File: src/rtl/sha1e_pkg.sv
// ----------------------------------------------------------------------------
// sha1e_pkg
// Types, constants and helpers shared by the SHA-1 engine modules.
// ----------------------------------------------------------------------------
package sha1e_pkg;

  localparam int unsigned NUM_H = 5;

  localparam logic [6:0] LAST_ROUND   = 7'd79;
  localparam logic [6:0] EXPAND_START = 7'd16;
  localparam logic [5:0] LEN_POS      = 6'd56;
  localparam logic [5:0] LAST_POS     = 6'd63;
  localparam logic [1:0] LANE_LAST    = 2'd3;
  localparam logic [2:0] LAST_WORD    = 3'd4;
  localparam logic [7:0] PAD_BYTE     = 8'h80;

  localparam logic [31:0] K_CH  = 32'h5A827999;
  localparam logic [31:0] K_PA  = 32'h6ED9EBA1;
  localparam logic [31:0] K_MAJ = 32'h8F1BBCDC;
  localparam logic [31:0] K_PB  = 32'hCA62C1D6;

  // Five 32-bit words: chaining values or working variables a..e (index 0 = a)
  typedef logic [NUM_H-1:0][31:0] hvec_t;

  typedef enum logic [1:0] {
    PH_CH  = 2'd0,
    PH_PA  = 2'd1,
    PH_MAJ = 2'd2,
    PH_PB  = 2'd3
  } rphase_t;

  typedef struct packed {
    logic       load_en;
    logic [7:0] data;
    logic [1:0] lane;
    logic       shift_en;
    logic       expand;
  } sched_ctrl_t;

  function automatic hvec_t h_init();
    hvec_t h;
    h[0] = 32'h67452301;
    h[1] = 32'hEFCDAB89;
    h[2] = 32'h98BADCFE;
    h[3] = 32'h10325476;
    h[4] = 32'hC3D2E1F0;
    return h;
  endfunction

endpackage

File: src/rtl/sha1e_round.sv
// ----------------------------------------------------------------------------
// sha1e_round
// One SHA-1 round: logic function, constant and the five-operand add.
// ----------------------------------------------------------------------------
module sha1e_round (
  input  sha1e_pkg::hvec_t   vars_in,
  input  logic [31:0]        w_cur,
  input  sha1e_pkg::rphase_t phase,
  output sha1e_pkg::hvec_t   vars_out
);
  import sha1e_pkg::*;

  logic [31:0] b, c, d;
  logic [31:0] f, k, t;

  assign b = vars_in[1];
  assign c = vars_in[2];
  assign d = vars_in[3];

  always_comb begin
    case (phase)
      PH_CH: begin
        f = (b & c) | (~b & d);
        k = K_CH;
      end
      PH_PA: begin
        f = b ^ c ^ d;
        k = K_PA;
      end
      PH_MAJ: begin
        f = (b & c) | (b & d) | (c & d);
        k = K_MAJ;
      end
      PH_PB: begin
        f = b ^ c ^ d;
        k = K_PB;
      end
      default: begin
        f = b ^ c ^ d;
        k = K_PB;
      end
    endcase
  end

  assign t = {vars_in[0][26:0], vars_in[0][31:27]} + f + vars_in[4] + k + w_cur;

  assign vars_out[0] = t;
  assign vars_out[1] = vars_in[0];
  assign vars_out[2] = {b[1:0], b[31:2]};
  assign vars_out[3] = c;
  assign vars_out[4] = d;

endmodule

File: src/rtl/sha1e_sched.sv
// ----------------------------------------------------------------------------
// sha1e_sched
// Message block as a 16-word shift line: packs bytes into words on absorb and
// produces the expanded schedule word during the rounds.
// ----------------------------------------------------------------------------
module sha1e_sched (
  input  logic                   clk,
  input  sha1e_pkg::sched_ctrl_t ctrl,
  output logic [31:0]            w_cur
);
  import sha1e_pkg::*;

  logic [23:0] acc_r;
  logic [31:0] line_r   [16];
  logic [31:0] line_nxt [16];
  logic [31:0] mix;
  logic        push;
  logic [31:0] push_word;

  // line_r[k] holds W(t-16+k) during the expanded rounds
  assign mix   = line_r[13] ^ line_r[8] ^ line_r[2] ^ line_r[0];
  assign w_cur = ctrl.expand ? {mix[30:0], mix[31]} : line_r[0];

  assign push      = ctrl.shift_en || (ctrl.load_en && (ctrl.lane == LANE_LAST));
  assign push_word = ctrl.shift_en ? w_cur : {acc_r, ctrl.data};

  always_comb begin
    for (int i = 0; i < 16; i++) line_nxt[i] = line_r[i];
    if (push) begin
      for (int i = 0; i < 15; i++) line_nxt[i] = line_r[i + 1];
      line_nxt[15] = push_word;
    end
  end

  always_ff @(posedge clk) begin
    if (ctrl.load_en) acc_r <= {acc_r[15:0], ctrl.data};
    for (int i = 0; i < 16; i++) line_r[i] <= line_nxt[i];
  end

endmodule

File: src/rtl/sha1_hash_engine_core.sv
// Blocks: a byte that fills a block starts 80 rounds on the shared round unit, then
//   one chaining add; other bytes are just stored.
// End item: the padding bytes (9 to 72) are loaded and each padding block is hashed,
//   then the five digest words, one per cycle when the output side does not stall.
// Input: in_stall is high whenever the engine is not idle.
// Reset: synchronous, active low; loads the initial chaining words, clears counts and control.
// ----------------------------------------------------------------------------
// sha1_hash_engine_core
// Byte-serial SHA-1 engine with one round per cycle under a small sequencer.
// ----------------------------------------------------------------------------
module sha1_hash_engine_core (
  input  logic        clk,
  input  logic        rst_n,
  input  logic        in_valid,
  output logic        in_stall,
  input  logic [7:0]  in_data_byte,
  input  logic        in_has_byte,
  input  logic        in_end_of_message,
  output logic        out_valid,
  input  logic        out_stall,
  output logic [31:0] out_digest_word,
  output logic        out_word_last
);
  import sha1e_pkg::*;

  typedef enum logic [4:0] {
    ST_IDLE  = 5'b00001,
    ST_PAD   = 5'b00010,
    ST_ROUND = 5'b00100,
    ST_FINAL = 5'b01000,
    ST_OUT   = 5'b10000
  } state_t;

  state_t      state_r, state_nxt;
  hvec_t       h_r, h_nxt;
  hvec_t       v_r, v_nxt, v_round;
  logic [6:0]  rnd_r, rnd_nxt;
  logic [5:0]  pos_r, pos_nxt;
  logic [60:0] count_r, count_nxt;
  logic        fin_r, fin_nxt;
  logic        last_blk_r, last_blk_nxt;
  logic        sent80_r, sent80_nxt;
  logic        need_wrap_r, need_wrap_nxt;
  logic [2:0]  oidx_r, oidx_nxt;

  sched_ctrl_t sc;
  logic [31:0] w_cur;
  rphase_t     phase;
  logic [63:0] len_sh;
  logic        is_len;
  logic [7:0]  pad_byte;

  sha1e_sched u_sched (
    .clk   (clk),
    .ctrl  (sc),
    .w_cur (w_cur)
  );

  sha1e_round u_round (
    .vars_in  (v_r),
    .w_cur    (w_cur),
    .phase    (phase),
    .vars_out (v_round)
  );

  always_comb begin
    if (rnd_r inside {[7'd0:7'd19]})       phase = PH_CH;
    else if (rnd_r inside {[7'd20:7'd39]}) phase = PH_PA;
    else if (rnd_r inside {[7'd40:7'd59]}) phase = PH_MAJ;
    else                                   phase = PH_PB;
  end

  // Length bytes, most significant first, at block positions 56..63
  assign len_sh = {count_r, 3'b000} >> {3'd7 - pos_r[2:0], 3'b000};
  assign is_len = sent80_r && (pos_r >= LEN_POS) && !need_wrap_r;

  always_comb begin
    if (!sent80_r)   pad_byte = PAD_BYTE;
    else if (is_len) pad_byte = len_sh[7:0];
    else             pad_byte = 8'h00;
  end

  always_comb begin
    state_nxt     = state_r;
    h_nxt         = h_r;
    v_nxt         = v_r;
    rnd_nxt       = rnd_r;
    pos_nxt       = pos_r;
    count_nxt     = count_r;
    fin_nxt       = fin_r;
    last_blk_nxt  = last_blk_r;
    sent80_nxt    = sent80_r;
    need_wrap_nxt = need_wrap_r;
    oidx_nxt      = oidx_r;
    sc            = '0;

    case (state_r)
      ST_IDLE: begin
        if (in_valid) begin
          fin_nxt       = in_end_of_message;
          sent80_nxt    = 1'b0;
          need_wrap_nxt = 1'b0;
          last_blk_nxt  = 1'b0;
          if (in_has_byte) begin
            sc.load_en = 1'b1;
            sc.data    = in_data_byte;
            sc.lane    = pos_r[1:0];
            pos_nxt    = pos_r + 6'd1;
            count_nxt  = count_r + 61'd1;
            if (pos_r == LAST_POS) begin
              state_nxt = ST_ROUND;
              v_nxt     = h_r;
              rnd_nxt   = '0;
            end else if (in_end_of_message) begin
              state_nxt = ST_PAD;
            end
          end else if (in_end_of_message) begin
            state_nxt = ST_PAD;
          end
        end
      end

      ST_PAD: begin
        sc.load_en = 1'b1;
        sc.data    = pad_byte;
        sc.lane    = pos_r[1:0];
        pos_nxt    = pos_r + 6'd1;
        if (!sent80_r) begin
          sent80_nxt    = 1'b1;
          // no room for the length: zero-fill this block and go one more
          need_wrap_nxt = (pos_r >= LEN_POS);
        end
        if (pos_r == LAST_POS) begin
          state_nxt     = ST_ROUND;
          v_nxt         = h_r;
          rnd_nxt       = '0;
          last_blk_nxt  = is_len;
          need_wrap_nxt = 1'b0;
        end
      end

      ST_ROUND: begin
        sc.shift_en = 1'b1;
        sc.expand   = (rnd_r >= EXPAND_START);
        v_nxt       = v_round;
        rnd_nxt     = rnd_r + 7'd1;
        if (rnd_r == LAST_ROUND) state_nxt = ST_FINAL;
      end

      ST_FINAL: begin
        for (int i = 0; i < NUM_H; i++) h_nxt[i] = h_r[i] + v_r[i];
        if (!fin_r) begin
          state_nxt = ST_IDLE;
        end else if (last_blk_r) begin
          state_nxt = ST_OUT;
          oidx_nxt  = '0;
        end else begin
          state_nxt = ST_PAD;
        end
      end

      ST_OUT: begin
        if (!out_stall) begin
          if (oidx_r == LAST_WORD) begin
            state_nxt = ST_IDLE;
            h_nxt     = h_init();
            count_nxt = '0;
            pos_nxt   = '0;
            fin_nxt   = 1'b0;
          end else begin
            oidx_nxt = oidx_r + 3'd1;
          end
        end
      end

      default: state_nxt = ST_IDLE;
    endcase
  end

  always_ff @(posedge clk) begin
    if (!rst_n) begin
      state_r     <= ST_IDLE;
      h_r         <= h_init();
      rnd_r       <= '0;
      pos_r       <= '0;
      count_r     <= '0;
      fin_r       <= 1'b0;
      last_blk_r  <= 1'b0;
      sent80_r    <= 1'b0;
      need_wrap_r <= 1'b0;
      oidx_r      <= '0;
    end else begin
      state_r     <= state_nxt;
      h_r         <= h_nxt;
      rnd_r       <= rnd_nxt;
      pos_r       <= pos_nxt;
      count_r     <= count_nxt;
      fin_r       <= fin_nxt;
      last_blk_r  <= last_blk_nxt;
      sent80_r    <= sent80_nxt;
      need_wrap_r <= need_wrap_nxt;
      oidx_r      <= oidx_nxt;
    end
  end

  always_ff @(posedge clk) begin
    v_r <= v_nxt;
  end

  always_comb begin
    case (oidx_r)
      3'd0:    out_digest_word = h_r[0];
      3'd1:    out_digest_word = h_r[1];
      3'd2:    out_digest_word = h_r[2];
      3'd3:    out_digest_word = h_r[3];
      3'd4:    out_digest_word = h_r[4];
      default: out_digest_word = h_r[0];
    endcase
  end

  assign out_valid     = (state_r == ST_OUT);
  assign out_word_last = (oidx_r == LAST_WORD);
  assign in_stall      = (state_r != ST_IDLE);

endmodule

File: config.mk
export PLATFORM = sky130hd
export DESIGN_NAME = sha1_hash_engine_core
export DESIGN_NICKNAME = d
export VERILOG_FILES = /design/src/rtl/sha1e_pkg.sv /design/src/rtl/sha1e_round.sv /design/src/rtl/sha1e_sched.sv /design/src/rtl/sha1_hash_engine_core.sv
export SDC_FILE = /design/constraint.sdc
export NUM_CORES = 2
export LEC_CHECK = 0
export BUFFER_PORTS_ARGS = -buffer_cell sky130_fd_sc_hd__buf_2
export CORE_MARGIN = 2
export CORE_UTILIZATION = 25
export DETAILED_ROUTE_END_ITERATION = 10
export PLACE_DENSITY = 0.47
export SYNTH_ARGS = -nofsm -noshare
export SYNTH_HDL_FRONTEND = slang
export SYNTH_SLANG_ARGS = --single-unit
export TNS_END_PERCENT = 20
File: constraint.sdc
create_clock -name clk -period 40.3 [get_ports clk]
set_clock_uncertainty 0.15 [all_clocks]
set_input_delay 8.06 -clock clk [delete_from_list [all_inputs] [get_ports clk]]
set_output_delay 8.06 -clock clk [all_outputs]
set_load 0.005 [all_outputs]
After elaboration in Yosys (flattened, before gate mapping)

Memories as Yosys holds them, arrays and structs flattened.
Cells that the tools add are included.
Widths: inputs -> output; s select.

Register bits: 430
Input port bits: 14
Memory bits (writable): 512
Output and inout port bits: 35
Memories kept: 1

Memory list:

| name           | depth | width | read ports | clocked after Yosys merged registers in | wr ports | RTL line          | RTL |
|---|---|---|---|---|---|---|---|
| u_sched.line_r | 16    | 32    | 16         | 0                                       | 16       | sha1e_sched.sv:14 | `logic [31:0] line_r [16];` |

Magnitude comparators: 8
Reduce and logical (&&, ||, !) cells: 25
Add/subtract/negate cells: 14
Shift-type cells: 1
Bitwise gates (word level): 13
Mux-type cells: 63
Equality and inequality tests: 26

Operators with widths:

| kind                  | number |
|---|---|
| $mux 160              | 5 |
| $mux 512              | 1 |
| $pmux 160 s3          | 1 |
| $pmux 160 s2          | 1 |
| $add 32x32->32        | 9 |
| $pmux 32 s4           | 2 |
| $mux 61               | 4 |
| $xor 32x32->32        | 5 |
| $and 32x32->32        | 4 |
| $pmux 61 s2           | 1 |
| $or 32x32->32         | 3 |
| $pmux 32 s3           | 1 |
| $mux 32               | 2 |
| $shr 64x6->8          | 1 |
| $add 61x1->61 const B | 1 |
| $mux 5                | 10 |
| $not 32->32           | 1 |
| $pmux 5 s5            | 1 |
| $mux 6                | 4 |
| $mux 11               | 2 |
| $pmux 11 s2           | 1 |
| $mux 7                | 3 |
| $pmux 7 s3            | 1 |
| $reduce_and 5->1      | 4 |
| other kinds (43)      | 82 |

Depth between registers and ports, before layout

Depth after elaboration: 13
Mapped depth: 29
Depth with buffers taken out: 27

Hierarchy

A second synthesis with hierarchy kept.

Cell total of the unflattened synthesis: 4,631
Area, all modules: 49,785.2 um^2

By module, submodules not included:

| module                | instances | cells each | area each (um^2) | seq. area each (um^2) |
|---|---|---|---|---|
| sha1_hash_engine_core | 1         | 3,018      | 25,127.8         | 9,729.3 |
| sha1e_sched           | 1         | 811        | 17,863.4         | 16,095.4 |
| sha1e_round           | 1         | 802        | 6,794.0          | 0.0 |

Least setup slack after synthesis

No wires, ideal clock.

Kind: input -> register
Start: input port out_stall
End: memory u_sched.line_r[0][0] (enable)
Library setup time: 1,453 ps
Data arrival time: 31,654 ps
Path buffers: 2
Slack: 7,043 ps
Stages: 8
Cell sequence: and3b_1 > or3_1 > clkbuf_1 > nand3_1 > nor2_1 > clkbuf_1 > nor2_1 > o21ai_1

RTL lines:

| item               | RTL line                    | RTL |
|---|---|---|
| start: declaration | sha1_hash_engine_core.sv:20 | `input logic out_stall,` |
| end: declaration   | sha1e_sched.sv:14           |  |

==> impl_summary.txt <==
----------------------------------------------------
[Placement]
  Placed Cells ... approximately 6,700
  Final weighted congestion of routability-driven global placement ... 0.890
  IO buf count ... 48
  Half-perimeter wire length after placement ... ~95,000 µm
  Worst slack, placed ... between 20 and 30 ns

[Logic synthesis]
  Synth Area in Compound Gates ... 0.133
  Cell area after technology mapping ... 47,700 µm²
  Number of cells produced by synthesis ... 4,250
  Netlist cell types ... 87
  Number of nets in the synthesized netlist ... approximately 4,600
  Arithmetic-cell share of the synthesized area counting full adders, half adders and majority gates ... 0.106
  Top FF cell, synth ... sky130_fd_sc_hd__edfxtp_1
  Fraction of registers with async set or reset after synthesis ... 0
  Syn Area/Cell ... between 10 and 15 µm²
  Most used standard cells in the synthesized netlist ... sky130_fd_sc_hd__edfxtp_1, sky130_fd_sc_hd__nand2_1, sky130_fd_sc_hd__dfxtp_1, sky130_fd_sc_hd__nor2_1, sky130_fd_sc_hd__a21oi_1
  Largest cells by area after synthesis ... sky130_fd_sc_hd__edfxtp_1, sky130_fd_sc_hd__dfxtp_1, sky130_fd_sc_hd__ha_1
  Yosys Warn Count ... 0
  Post-synthesis share of cell area spent on and, or, nand and nor gates ... 0.117
  Fraction of synthesized area in multiplexers ... 0.0168
  Fraction of the yosys area taken by sequential cells ... 0.542
  Synth Area in XOR/XNOR ... 0.0564
  Most instantiated library cell after synthesis ... sky130_fd_sc_hd__edfxtp_1
  Dominant combinational cell family by area after synthesis ... compound AO/OA/AOI/OAI gates
  Top cell type's share of synthesized area ... 0.438
  Register bit count reported by yosys ... 942
  Synth area leader ... sky130_fd_sc_hd__edfxtp_1
  EDFF count, synth ... about 700

[Floorplan]
  Die height ... 441 µm
  IO Pins ... 49
  Placeable Area ... 190,000 µm²
  Die Span X ... 441 µm
  Die Area ... 194,000 µm²
  Std-Cell Rows ... 160
  Starting density of the core ... 0.251

[Drt]
  Number of violations reported at the end of detailed-routing iteration 0 ... 2,626
  Post-DRT Antenna Nets ... 0
  Routed WL ... around 140,000 µm
  Detailed-router iteration count before antenna repair ... 6
  Count of vias placed by the detailed router ... between 30,000 and 40,000
  DRC violations left ... 0
  Avg Vias per Cell ... 4.72
  Per-cell routed wire length ... 19.8 µm

[Layout]
  Relative area change from synthesis to final layout ... 14.0%
  Filler cells ... 19,700
  Layout Nets ... around 4,600
  Post-route non-filler standard cell count ... 6,885
  Layout cell share with drive strength beyond 1 ... 0.0691

[Clocking]
  Clock tree from TritonCTS ... yes
  CTS sink count ... 942
  Clock latency at the later pin of the worst-skew pair ... 0.72 ns
  Number of buffers on the longest clock path ... 3
  H-Tree Level Count ... 3
  Post_cts resized ... 0
  Clock transition at the registers of the reported paths ... 0.07 ns
  # Post-CTS Setup Buffers ... 0
  Number of hold buffers added after cts ... 0
  Root buffer selected by CTS ... sky130_fd_sc_hd__clkbuf_16
  TritonCTS buffer count ... 103

[Pwr]
  Leakage Power ... 20.1 nW
  Power density normalized to cell area ... roughly 39 nW/µm²
  Peak supply drop ... 0.0000361 V

[Worst setup path]
  Startpoint types ... primary input
  CP endpoint kind ... flip-flop
  Max stage delay cell, worst path ... sky130_fd_sc_hd__buf_4
  Cell repeated most along the worst path ... sky130_fd_sc_hd__buf_4
  Buffers & Inverters on Critical Path ... 5
  Data required time of the critical path ... 40.47 ns
  Cell breakdown of the critical path ... buf_2 > and3b_1 > or3_1 > nand3_1 > nor2_1 > nor2_1 > o21ai_4 > buf_4 > buf_4 > buf_4 > buf_12
  CP arrival ... 13.44 ns
  Top delay family on crit path ... buffers and inverters
  Crit path largest cell delay ... 0.91 ns
  Top fanout value on the critical path ... 219
  Worst Setup Path Type ... primary input to flip-flop

[STA]
  Setup TNS Final ... 0 ns
  RSZ-0062 raised after global routing ... no
  Tcrit/Tclk final ... 0.329
  Worst Tran Pin Value ... roughly 1.3 ns
  Final Hold Vio Count ... 0
  PnR worst setup slack ... approximately 27 ns
  Timing-limited maximum frequency ... 75.4 MHz
  Max Slew Vio Count ... 0
  Setup violators final ... 0
  Minimum clock period after layout ... ~13 ns
  Worst max-slew margin expressed relative to the limit ... 0.163

[Status]
  Outcome ... finished, final reports clean

[GRT]
  Initial antenna violation count ... 3
  Global-route wire length before repair ... around 200,000 µm
  Global router's overall resource usage ... 0.137
  Final global-route overflow total ... 0
  Pin count of the biggest net entering global routing ... 220
  Via count of the first global-routing pass ... around 32,000

[Min path]
  Hold crit path type ... flip-flop to flip-flop

[Run]
  Count of max-cap constraint violations ... 0

----------------------------------------------------
==> layout make-up <==
cell class                      instances  area [µm²]  share of cell area
Tap cell                             2511        3140              0.0578
Clock buffer                          127        2720              0.0501
Timing Repair Buffer                   91         591              0.0109
Sequential cell                       942       25800               0.475
Inverter                              199         747              0.0138
Antenna cell                            1        2.50           0.0000461
Multi-Input combinational cell       2951       20600               0.379
Clock inverter                         63         709              0.0131
==> cells by family after synthesis <==
logic type               count (synthesis)
AND/OR/NAND/NOR                       1257
AO/OA/AOI/OAI                          994
flip-flops                             942
buffers and inverters                  357
adder cells (fa/ha/maj)                330
XOR/XNOR                               307
multiplexers                            63
==> flip-flops by register name, indices dropped and copies added, names as in the netlist, 3 cells and up <==
name,flops
oidx_r,3
rnd_r,7
count_r,61
u_sched.line_r,512
v_r,160
h_r,160
u_sched.acc_r,24
state_r,5
pos_r,6
==> power breakdown <==
part | leakage [nW] | switching, W | total [W] | internal [W]
clock network | 1.67 | 0.000411 | 0.000976 | 0.000564
logic | 9.99 | 0.0000403 | 0.0000600 | 0.0000197
registers | 8.42 | 0.0000117 | 0.00107 | 0.00105
==> final timing paths <==
kind                                                       start                               end  slack (ns)  cells after the start
worst max register to register             rnd_r[1]$_SDFFE_PN0P_                 v_r[30]$_DFFE_PP_       31.77                     24
worst max-delay path                                   out_stall  u_sched.line_r[0][126]$_DFFE_PP_       27.03                     11
worst min-delay path            u_sched.line_r[0][133]$_DFFE_PP_  u_sched.line_r[0][101]$_DFFE_PP_        0.26                      0
worst min register to register  u_sched.line_r[0][133]$_DFFE_PP_  u_sched.line_r[0][101]$_DFFE_PP_        0.26                      0
==> routing by layer <==
| layer | up-vias | global-route usage | routed length, µm |
|---|---|---|---|
| met5 | - | 0 | 0 |
| met4 | 0 | 0.0655 | 6420 |
| met3 | 200 | 0.0172 | 5710 |
| met2 | 736 | 0.214 | 61000 |
| met1 | 16100 | 0.189 | 62900 |
| li1 | 15400 | - | - |
==> placed cells by master (no fill, tap or decap), types with 13 or more instances in the layout <==
master                      instances
sky130_fd_sc_hd__o21ai_1           69
sky130_fd_sc_hd__dfxtp_1          246
sky130_fd_sc_hd__clkinv_2          19
sky130_fd_sc_hd__ha_1             204
sky130_fd_sc_hd__nor3_1            37
sky130_fd_sc_hd__clkbuf_1          21
sky130_fd_sc_hd__nand4_1           22
sky130_fd_sc_hd__and3_1            34
sky130_fd_sc_hd__a21o_1           101
sky130_fd_sc_hd__nor2_1           239
sky130_fd_sc_hd__fa_1             125
sky130_fd_sc_hd__inv_1            198
sky130_fd_sc_hd__mux2i_1           43
sky130_fd_sc_hd__and2_1            17
sky130_fd_sc_hd__edfxtp_1         696
sky130_fd_sc_hd__xnor2_1          202
sky130_fd_sc_hd__xor2_1           105
sky130_fd_sc_hd__o21a_1            21
sky130_fd_sc_hd__nand2_1          653
sky130_fd_sc_hd__a221oi_1          28
sky130_fd_sc_hd__o22ai_1           55
sky130_fd_sc_hd__or3_1             33
sky130_fd_sc_hd__o31ai_1           16
sky130_fd_sc_hd__nand2b_1          27
sky130_fd_sc_hd__a21oi_1          224
sky130_fd_sc_hd__clkinv_1          18
sky130_fd_sc_hd__a31oi_1           46
sky130_fd_sc_hd__nand3_1           67
sky130_fd_sc_hd__buf_4             42
sky130_fd_sc_hd__o21bai_1          20
sky130_fd_sc_hd__buf_2             47
sky130_fd_sc_hd__clkbuf_16        105
sky130_fd_sc_hd__o21ai_0          185
sky130_fd_sc_hd__a22oi_1          107
sky130_fd_sc_hd__mux4_2            13
sky130_fd_sc_hd__nor2b_1           73
sky130_fd_sc_hd__bufinv_16         13
sky130_fd_sc_hd__a211oi_1          16
==> per-stage QoR <==
stage / total power (W) / utilization / cell area (µm²) / hold WS (ns)
3_3_place_gp: 0.00115 / 0.268 / 50900 / 0.250
3_5_place_dp: 0.00115 / 0.268 / 50900 / 0.255
2_1_floorplan: 0.00113 / - / 47700 / 0.250
6_report: 0.00210 / 0.286 / 54300 / 0.258
4_1_cts: 0.00214 / 0.286 / 54300 / 0.256
5_1_grt: 0.00218 / 0.286 / 54300 / 0.255
Note: power is estimated with default switching activity, not from simulation.
